--- src/design/round_robin_thread_scheduler_unit_macros.svh ---
// ----------------------------------------------------------------------------
// Round-robin thread scheduler: assertion macros
// Shared concurrent assertion forms, clocked on the rising edge and
// disabled while the asynchronous active-low reset is asserted.
// ----------------------------------------------------------------------------
`ifndef ROUND_ROBIN_THREAD_SCHEDULER_UNIT_MACROS_SVH
`define ROUND_ROBIN_THREAD_SCHEDULER_UNIT_MACROS_SVH

// same-cycle implication
`define RRTS_ASSERT_IMP(label, clk, rst_n, ante, cons, msg) \
  label: assert property (@(posedge clk) disable iff (!rst_n) (ante) |-> (cons)) \
    else $error(msg);

// next-cycle implication
`define RRTS_ASSERT_NXT(label, clk, rst_n, ante, cons, msg) \
  label: assert property (@(posedge clk) disable iff (!rst_n) (ante) |=> (cons)) \
    else $error(msg);

`endif

--- src/design/rrts_pkg.sv ---
// ----------------------------------------------------------------------------
// Round-robin thread scheduler package
// Shared types, constants and controller/datapath interface structs.
// ----------------------------------------------------------------------------
`default_nettype none

package rrts_pkg;

  localparam int unsigned MaxThreads = 32;

  typedef enum logic [1:0] {
    FUNC_TICK  = 2'd0,
    FUNC_DELAY = 2'd1,
    FUNC_SCHED = 2'd2
  } func_e;

  typedef struct packed {
    func_e       func;
    logic [31:0] delay_ticks;
  } item_t;

  typedef struct packed {
    logic [5:0]  next_thread;
    logic        switch_request;
    logic [31:0] ready_bits;
  } result_t;

  typedef struct packed {
    logic tick_start;
    logic tick_step;
    logic delay_apply;
    logic sched_step;
    logic sw_clear;
  } cmd_t;

  typedef struct packed {
    logic multi_thread;
    logic tick_last;
    logic delay_ok;
    logic sched_done;
  } stat_t;

endpackage

`default_nettype wire

--- src/design/rrts_ctrl.sv ---
// ----------------------------------------------------------------------------
// Round-robin thread scheduler controller
// One-hot sequencer for the tick walk, delay and round-robin search.
// ----------------------------------------------------------------------------
`default_nettype none

module rrts_ctrl (
  input  wire logic           clk_i,
  input  wire logic           rst_ni,
  input  wire logic           start,
  input  rrts_pkg::func_e     func_i,
  input  rrts_pkg::stat_t     stat_i,
  output rrts_pkg::cmd_t      cmd_o,
  output logic                busy,
  output logic                strobe_o
);

  typedef enum logic [3:0] {
    ST_IDLE  = 4'b0001,
    ST_TICK  = 4'b0010,
    ST_SCHED = 4'b0100,
    ST_DONE  = 4'b1000
  } state_e;

  state_e state_q, state_d;

  always_comb begin
    state_d = state_q;
    cmd_o   = '0;
    case (state_q)
      ST_IDLE: begin
        if (start) begin
          case (func_i)
            rrts_pkg::FUNC_TICK: begin
              cmd_o.tick_start = 1'b1;
              cmd_o.sw_clear   = 1'b1;
              state_d = stat_i.multi_thread ? ST_TICK : ST_DONE;
            end
            rrts_pkg::FUNC_DELAY: begin
              if (stat_i.delay_ok) begin
                cmd_o.delay_apply = 1'b1;
                state_d = ST_SCHED;
              end else begin
                cmd_o.sw_clear = 1'b1;
                state_d = ST_DONE;
              end
            end
            rrts_pkg::FUNC_SCHED: begin
              state_d = ST_SCHED;
            end
            default: begin
              cmd_o.sw_clear = 1'b1;
              state_d = ST_DONE;
            end
          endcase
        end
      end
      ST_TICK: begin
        cmd_o.tick_step = 1'b1;
        if (stat_i.tick_last) begin
          state_d = ST_DONE;
        end
      end
      ST_SCHED: begin
        cmd_o.sched_step = 1'b1;
        if (stat_i.sched_done) begin
          state_d = ST_DONE;
        end
      end
      ST_DONE: begin
        state_d = ST_IDLE;
      end
      default: begin
        state_d = ST_IDLE;
      end
    endcase
  end

  always_ff @(posedge clk_i or negedge rst_ni) begin
    if (!rst_ni) begin
      state_q <= ST_IDLE;
    end else begin
      state_q <= state_d;
    end
  end

  assign busy     = (state_q != ST_IDLE);
  assign strobe_o = (state_q == ST_DONE);

endmodule

`default_nettype wire

--- src/design/rrts_dp.sv ---
// ----------------------------------------------------------------------------
// Round-robin thread scheduler datapath
// Thread count, ready mask, timeout counters and the selection registers.
// ----------------------------------------------------------------------------
`default_nettype none

module rrts_dp #(
  parameter int unsigned MAX_THREADS = rrts_pkg::MaxThreads
) (
  input  wire logic           clk_i,
  input  wire logic           rst_ni,
  input  wire logic           cfg_we_i,
  input  wire logic [5:0]     cfg_wdata_i,
  input  wire logic [31:0]    delay_ticks_i,
  input  rrts_pkg::cmd_t      cmd_i,
  output rrts_pkg::stat_t     stat_o,
  output rrts_pkg::result_t   result_o
);

  localparam int unsigned IdxW = $clog2(MAX_THREADS);
  localparam logic [5:0]  NMax = 6'(MAX_THREADS + 1);

  logic [5:0]  cnt_q;
  logic [31:0] ready_q, ready_d;
  logic [31:0] tmo_q [MAX_THREADS];
  logic [5:0]  sel_q;
  logic [5:0]  run_q;
  logic        rv_q;
  logic        sw_q;
  logic [5:0]  walk_q;

  logic [5:0]  n;
  logic [5:0]  k;
  logic [31:0] started;
  logic [31:0] ready_eff;
  logic [6:0]  sel_inc;
  logic [5:0]  cand;
  logic [5:0]  cand_m1;
  logic        hit;
  logic        none_ready;
  logic [5:0]  sel_new;
  logic [5:0]  walk_m1;
  logic [5:0]  run_m1;
  logic [31:0] tmo_rd;

  always_comb begin
    if (cnt_q == 6'd0) begin
      n = 6'd1;
    end else if (cnt_q > NMax) begin
      n = NMax;
    end else begin
      n = cnt_q;
    end
  end

  assign k          = n - 6'd1;
  assign started    = 32'((33'd1 << k) - 33'd1);
  assign ready_eff  = ready_q & started;
  assign none_ready = (ready_eff == 32'd0);

  assign sel_inc = {1'b0, sel_q} + 7'd1;
  assign cand    = (sel_inc >= {1'b0, n}) ? 6'd1 : sel_inc[5:0];
  assign cand_m1 = cand - 6'd1;
  assign hit     = ready_eff[cand_m1[4:0]];
  assign sel_new = none_ready ? 6'd0 : cand;

  assign walk_m1 = walk_q - 6'd1;
  assign run_m1  = run_q - 6'd1;
  assign tmo_rd  = tmo_q[walk_m1[IdxW-1:0]];

  assign stat_o.multi_thread = (n != 6'd1);
  assign stat_o.tick_last    = (walk_q == k);
  assign stat_o.delay_ok     = rv_q && (run_q != 6'd0) && (run_q < n);
  assign stat_o.sched_done   = none_ready || hit;

  always_comb begin
    ready_d = ready_q;
    if (cmd_i.tick_step && (tmo_rd == 32'd1)) begin
      ready_d[walk_m1[4:0]] = 1'b1;
    end
    if (cmd_i.delay_apply) begin
      ready_d[run_m1[4:0]] = 1'b0;
    end
  end

  always_ff @(posedge clk_i or negedge rst_ni) begin
    if (!rst_ni) begin
      cnt_q   <= 6'd1;
      ready_q <= '1;
      sel_q   <= '0;
      run_q   <= '0;
      rv_q    <= 1'b0;
      sw_q    <= 1'b0;
      walk_q  <= 6'd1;
    end else begin
      if (cfg_we_i) begin
        cnt_q <= cfg_wdata_i;
      end
      ready_q <= ready_d;
      if (cmd_i.tick_start) begin
        walk_q <= 6'd1;
      end else if (cmd_i.tick_step) begin
        walk_q <= walk_q + 6'd1;
      end
      if (cmd_i.sw_clear) begin
        sw_q <= 1'b0;
      end
      if (cmd_i.sched_step) begin
        sel_q <= sel_new;
        if (none_ready || hit) begin
          sw_q  <= !rv_q || (run_q != sel_new);
          run_q <= sel_new;
          rv_q  <= 1'b1;
        end
      end
    end
  end

  always_ff @(posedge clk_i or negedge rst_ni) begin
    if (!rst_ni) begin
      for (int i = 0; i < int'(MAX_THREADS); i++) begin
        tmo_q[i] <= '0;
      end
    end else begin
      if (cmd_i.tick_step && (tmo_rd != 32'd0)) begin
        tmo_q[walk_m1[IdxW-1:0]] <= tmo_rd - 32'd1;
      end
      if (cmd_i.delay_apply) begin
        tmo_q[run_m1[IdxW-1:0]] <= delay_ticks_i;
      end
    end
  end

  always_comb begin
    result_o.next_thread    = sel_q;
    result_o.switch_request = sw_q;
    result_o.ready_bits     = ready_eff;
  end

endmodule

`default_nettype wire

--- src/design/round_robin_thread_scheduler_unit.sv ---
// ----------------------------------------------------------------------------
// Round-robin thread scheduler unit
// RTOS-style scheduler: per-thread ready bits and timeout counters, tick,
// delay and round-robin schedule operations, one result beat per item.
//
// Channel   Ports                          Handshake
// item      item_i                         start & !busy
// result    result_o                       result_strobe_o, one cycle
// config    cfg_we_i, cfg_wdata_i          cfg_we_i
//
// Tick: walks the timeout counters one per cycle. Delay/schedule: one
// round-robin step per cycle; the search ends on its first step when no
// thread is ready. Other items go straight to the beat. busy covers the
// whole item and its beat. Reset sets all state at once, no clearing pass.
// The result beat cannot be stalled by the receiver.
// ----------------------------------------------------------------------------
`default_nettype none

module round_robin_thread_scheduler_unit #(
  parameter int unsigned MAX_THREADS = rrts_pkg::MaxThreads
) (
  input  wire logic           clk_i,
  input  wire logic           rst_ni,
  input  wire logic           start,
  output logic                busy,
  input  rrts_pkg::item_t     item_i,
  output rrts_pkg::result_t   result_o,
  output logic                result_strobe_o,
  input  wire logic           cfg_we_i,
  input  wire logic [5:0]     cfg_wdata_i
);

  rrts_pkg::cmd_t  cmd;
  rrts_pkg::stat_t stat;

  rrts_ctrl u_ctrl (
    .clk_i    (clk_i),
    .rst_ni   (rst_ni),
    .start    (start),
    .func_i   (item_i.func),
    .stat_i   (stat),
    .cmd_o    (cmd),
    .busy     (busy),
    .strobe_o (result_strobe_o)
  );

  rrts_dp #(
    .MAX_THREADS (MAX_THREADS)
  ) u_dp (
    .clk_i         (clk_i),
    .rst_ni        (rst_ni),
    .cfg_we_i      (cfg_we_i),
    .cfg_wdata_i   (cfg_wdata_i),
    .delay_ticks_i (item_i.delay_ticks),
    .cmd_i         (cmd),
    .stat_o        (stat),
    .result_o      (result_o)
  );

`include "round_robin_thread_scheduler_unit_macros.svh"

  `RRTS_ASSERT_IMP(a_strobe_busy, clk_i, rst_ni, result_strobe_o, busy, "beat outside item")
  `RRTS_ASSERT_NXT(a_accept_busy, clk_i, rst_ni, start && !busy, busy, "accept not held")
  `RRTS_ASSERT_NXT(a_one_beat, clk_i, rst_ni, result_strobe_o, !busy, "beat not final")
  `RRTS_ASSERT_IMP(a_cmd_excl, clk_i, rst_ni, 1'b1,
                   $countones({cmd.tick_step, cmd.sched_step, cmd.delay_apply}) <= 1,
                   "overlapping datapath commands")

endmodule

`default_nettype wire
--- config.mk ---
export PLATFORM = sky130hd
export DESIGN_NAME = round_robin_thread_scheduler_unit
export DESIGN_NICKNAME = d
export VERILOG_FILES = /design/src/design/rrts_pkg.sv /design/src/design/rrts_ctrl.sv /design/src/design/rrts_dp.sv /design/src/design/round_robin_thread_scheduler_unit.sv
export VERILOG_INCLUDE_DIRS = /design/src /design/src/design
export SDC_FILE = /design/constraint.sdc
export NUM_CORES = 2
export LEC_CHECK = 0
export BUFFER_PORTS_ARGS = -buffer_cell sky130_fd_sc_hd__buf_2
export CORE_MARGIN = 2
export CORE_UTILIZATION = 60
export DETAILED_ROUTE_END_ITERATION = 7
export MAX_ROUTING_LAYER = met4
export PLACE_DENSITY_LB_ADDON = 0.05
export RECOVER_POWER = 25
export SLEW_MARGIN = 15
export SYNTH_ARGS = -nofsm -noshare
export SYNTH_HDL_FRONTEND = slang
export SYNTH_HIERARCHICAL = 1
export SYNTH_SLANG_ARGS = --single-unit
--- constraint.sdc ---
create_clock -name clk_i -period 6.8 [get_ports clk_i]
set_input_delay 2.04 -clock clk_i [delete_from_list [all_inputs] [get_ports clk_i]]
set_output_delay 2.04 -clock clk_i [all_outputs]
set_load 0.05 [all_outputs]
==> key figures <==
Outcome
  – Result of the run: complete, but fails checks
  – Violations in the final reports: capacitance limit, slew limit

Clocking
  – Clock buffer count from CTS: 118
  – Clk sink count: 1086
  – Library cell used as clock root buffer: clkbuf_16
  – Clock network latency to the later pin of the worst-skew pair: 0.75 ns
  – Clock transition time at the flip-flop clock pins of the worst setup and hold paths: 0.06 ns
  – Maximum clock insertion buffer count: 3
  – H-tree depth: 3
  – Number of buffers inserted by hold repair at cts: 0
  – TritonCTS clock tree: done

Die
  – Die W: 326 µm
  – Die H: 326 µm
  – Number of cell rows: 118
  – Top-Level Pins: 85
  – Total Die Area: 106000 µm²
  – Initial standard-cell utilization of the core: 60.3%
  – Core area: 103000 µm²

Setup path
  – Crit Reg-Reg Endpoint: u_dp/tmo_q[782]$_DFF_PN0_
  – Crit start category: flip-flop
  – Arrival @ worst endpoint: 4.55 ns
  – Highest net fanout along the worst path: 11
  – Crit. End Element: primary output
  – Reg2reg setup slack: 0.34 ns
  – Data required time of the worst path: 4.76 ns
  – Number of cell instances on the worst register-to-register path: 16
  – Worst setup path start: u_dp/cnt_q[3]$_DFFE_PN0P_
  – Type of the worst setup path: flip-flop to primary output
  – End of the critical path: result_o[20]
  – Reg2reg start: u_dp/walk_q[0]$_DFFE_PN1P_

GRT
  – Maximum number of pins on one net before global-route repair: 146
  – Wire length of the first global-routing pass: 315 mm
  – Initial antenna violation count: 10
  – Via count of the first global-routing pass: 46700
  – Total Routing Usage GR: 40.9%
  – Total gr overflow: 0

Synth
  – Mean post-synth cell area: 10.3 µm²
  – Number of synthesized flops with an enable pin: 0
  – Area share of the largest cell type after synthesis: 42.3%
  – Synth async-reset ratio: 100%
  – Part of the Yosys area used for sequential elements: 43.7%
  – Net count after synthesis: 6112
  – Synth Warn #: 6
  – Post-synthesis instance area: 62200 µm²
  – Library cell occupying the most area in the post-synthesis netlist: dfrtp_1
  – Top FF cell, synth: dfrtp_1
  – Most area-consuming cells after synthesis: dfrtp_1 42%, mux2i_1 17%, mux4_2 9.3%
  – Register bit count reported by yosys: 1086
  – Count of unique library cells instantiated by Yosys: 100
  – Syn Inst Count: 6039

Route
  – Remaining DRCs: 0
  – Vias per Instance: 6.63
  – First-pass DRT Iterations: 6
  – Total via count in the routed design: 48300
  – Initial DRC Count: 5876
  – Antenna violation net count after detailed routing: 0
  – Sum of routed wire length over all layers: 211 mm
  – Avg WL per Cell: 29.0 µm

Power and ir drop
  – Total power: 26.0 mW
  – Maximum resistive drop on vdd: 464 µV
  – Static leakage: 22.7 nW
  – Power density over cell area: 382 nW/µm²

Finish
  – Fill cells: 8043
  – Layout overhead on the synthesized area: 9.62%
  – Fraction of final layout cells sized beyond drive strength 1: 16.6%
  – Number of nets at the end of the flow: 5875
  – Post-layout utilization of the core: 66.1%

STA
  – Final setup slack of the worst path: 0.208 ns
  – Slew of the pin with the lowest slew margin: 4.88 ns
  – Max-Slew Margin vs Limit: -225%
  – Count of endpoints failing setup in the final report: 0
  – Final Max Slew Viols: 84
  – Post-route minimum period: 6.59 ns
  – Final clock period utilization by the worst path: 96.9%
  – Final worst clock skew: 0.0346 ns
  – Top achievable clock speed: 152 MHz
  – Final hold violations: 0

Min path
  – HP Class: flip-flop to flip-flop

Placed design
  – Number of buffers inserted by port buffering: 84
  – Final Wtd Congestion: 1.01
  – Worst setup timing slack at the placement stage: 0.380 ns
  – Detail Placement HPWL: 126 mm

Flow run
  – Number of max-cap violations: 1
[routing by layer]
| layer | share of wire, % | vias to the layer above | GRT usage [%] |
|---|---|---|---|
| li1 | - | 21000 | - |
| met1 | 41 | 24200 | 57.0 |
| met2 | 45 | 2562 | 59.5 |
| met3 | 9.3 | 518 | 7.51 |
| met4 | 4.7 | 0 | 17.0 |
| met5 | 0 | - | - |
[through the flow]
step	cell area [µm²]	TNS [ns]	std cells	hold WS, ns
floorplan	62300	0	6039	0.472
global placement	64000	0	7059	0.505
detailed placement	64000	0	7059	0.509
CTS	68100	0	7278	0.519
global route	68200	-0.00131	7285	0.536
finish	68200	0	7287	0.524
[cell usage in the layout (no fill, tap or decap), types with 9 or more instances in the layout]
cell type	instances
a21oi_1	50
a22oi_1	114
and2_1	10
buf_12	53
buf_2	78
buf_4	167
bufinv_16	13
clkbuf_1	37
clkbuf_16	119
clkbuf_8	30
clkinv_2	15
dfrtp_1	1049
dfstp_2	34
ha_1	25
inv_1	32
mux2_2	15
mux2i_1	1042
mux4_2	257
nand2_1	1095
nand2b_1	18
nand3_1	33
nand4_1	34
nor2_1	101
nor2_4	34
nor2b_1	14
nor3_1	31
nor3_4	14
nor3b_2	12
nor4_1	18
o21ai_0	311
o21ai_1	742
or3_4	9
xnor2_1	26
xor2_2	24
[critical path, cell delays in order, from the launching register on]
cell and delay [ns]:
dfrtp_2 0.49, nor4_2 0.32, xnor2_1 0.15, nand2b_1 0.16
inv_2 0.14, ha_2 0.25, ha_2 0.36, buf_4 0.19
nor2b_2 0.24, nor2_1 0.07, mux2i_1 0.37, a21o_2 0.36
nor3_1 0.11, o22ai_2 0.27, buf_2 0.31
[state kept, by name, summed over array words and instances (netlist names)]
name            count
u_dp/cnt_q          6
u_dp/sel_q          6
u_dp/run_q          6
u_dp/ready_q       32
u_dp/tmo_q       1024
u_dp/rv_q           1
u_ctrl/state_q      4
u_dp/walk_q         6
u_dp/sw_q           1
[layout make-up]
cell class / instances / area (µm²) / share of cell area, %
Antenna cell: 8 / 20.0 / 0.0293
Clock buffer: 181 / 3510 / 5.15
Clock inverter: 36 / 586 / 0.858
Inverter: 36 / 135 / 0.198
Multi-Input combinational cell: 4248 / 32200 / 47.3
Sequential cell: 1086 / 27200 / 39.9
Tap cell: 1380 / 1730 / 2.53
Timing Repair Buffer: 312 / 2780 / 4.08
[worst min-delay path by stage]
stage	from	endpoint	slack, ns	cells past startpoint
2_1_floorplan	u_dp/rv_q$_DFFE_PN0P_	u_dp/rv_q$_DFFE_PN0P_	0.47	1
3_3_place_gp	u_dp/ready_q[11]$_DFF_PN1_	u_dp/ready_q[11]$_DFF_PN1_	0.50	2
3_5_place_dp	u_dp/ready_q[11]$_DFF_PN1_	u_dp/ready_q[11]$_DFF_PN1_	0.51	2
4_1_cts	u_dp/ready_q[11]$_DFF_PN1_	u_dp/ready_q[11]$_DFF_PN1_	0.52	2
5_1_grt	u_dp/ready_q[11]$_DFF_PN1_	u_dp/ready_q[11]$_DFF_PN1_	0.54	2
6_report	u_dp/ready_q[11]$_DFF_PN1_	u_dp/ready_q[11]$_DFF_PN1_	0.52	2
[synthesized netlist by cell type (6+ instances only)]
| master | instances |
|---|---|
| nand2_1 | 1094 |
| dfrtp_1 | 1051 |
| mux2i_1 | 1042 |
| o21ai_1 | 739 |
| clkbuf_1 | 407 |
| o21ai_0 | 314 |
| mux4_2 | 257 |
| nor2_1 | 133 |
| buf_2 | 115 |
| a22oi_1 | 114 |
| buf_6 | 84 |
| a21oi_1 | 52 |
| buf_4 | 49 |
| dfstp_2 | 35 |
| nand4_1 | 34 |
| xnor2_1 | 34 |
| inv_1 | 33 |
| nand3_1 | 33 |
| nor3_1 | 33 |
| xor2_1 | 30 |
| ha_1 | 29 |
| nor4_1 | 22 |
| nand2b_1 | 18 |
| nor3b_1 | 18 |
| or3_1 | 16 |
| mux2_2 | 15 |
| nor2b_1 | 15 |
| nor3_4 | 13 |
| buf_1 | 11 |
| and2_1 | 10 |
| o211ai_1 | 8 |
| a211oi_1 | 7 |
| a21boi_0 | 7 |
| o22ai_1 | 7 |
| o31ai_1 | 7 |
| or2_2 | 7 |
| and3_1 | 6 |
| o2111ai_1 | 6 |
[power breakdown]
part | total, mW | switching (mW) | internal (mW)
logic | 11.6 | 7.91 | 3.73
clock network | 6.83 | 2.79 | 4.04
registers | 7.56 | 0.433 | 7.13
[timing repair]
action / CTS / global route
buffers inserted: 2 / 0
resized for setup: 12 / 23
setup endpoints to repair: 17 / 18
pin swaps: 1 / 2
[cells by family (layout without fill, tap and decap cells)]
logic type / Yosys count / count (layout) / synth area share (%)
AO/OA/AOI/OAI: 1336 / 1336 / 11.9
XOR/XNOR: 64 / 64 / 0.901
adder cells (fa/ha/maj): 29 / 29 / 0.583
buffers and inverters: 705 / 565 / 5.83
flip-flops: 1086 / 1086 / 43.7
multiplexers: 1318 / 1318 / 26.4
other: 0 / 8 / 0
AND/OR/NAND/NOR: 1501 / 1501 / 10.6
(Power assumes the default switching activity.)
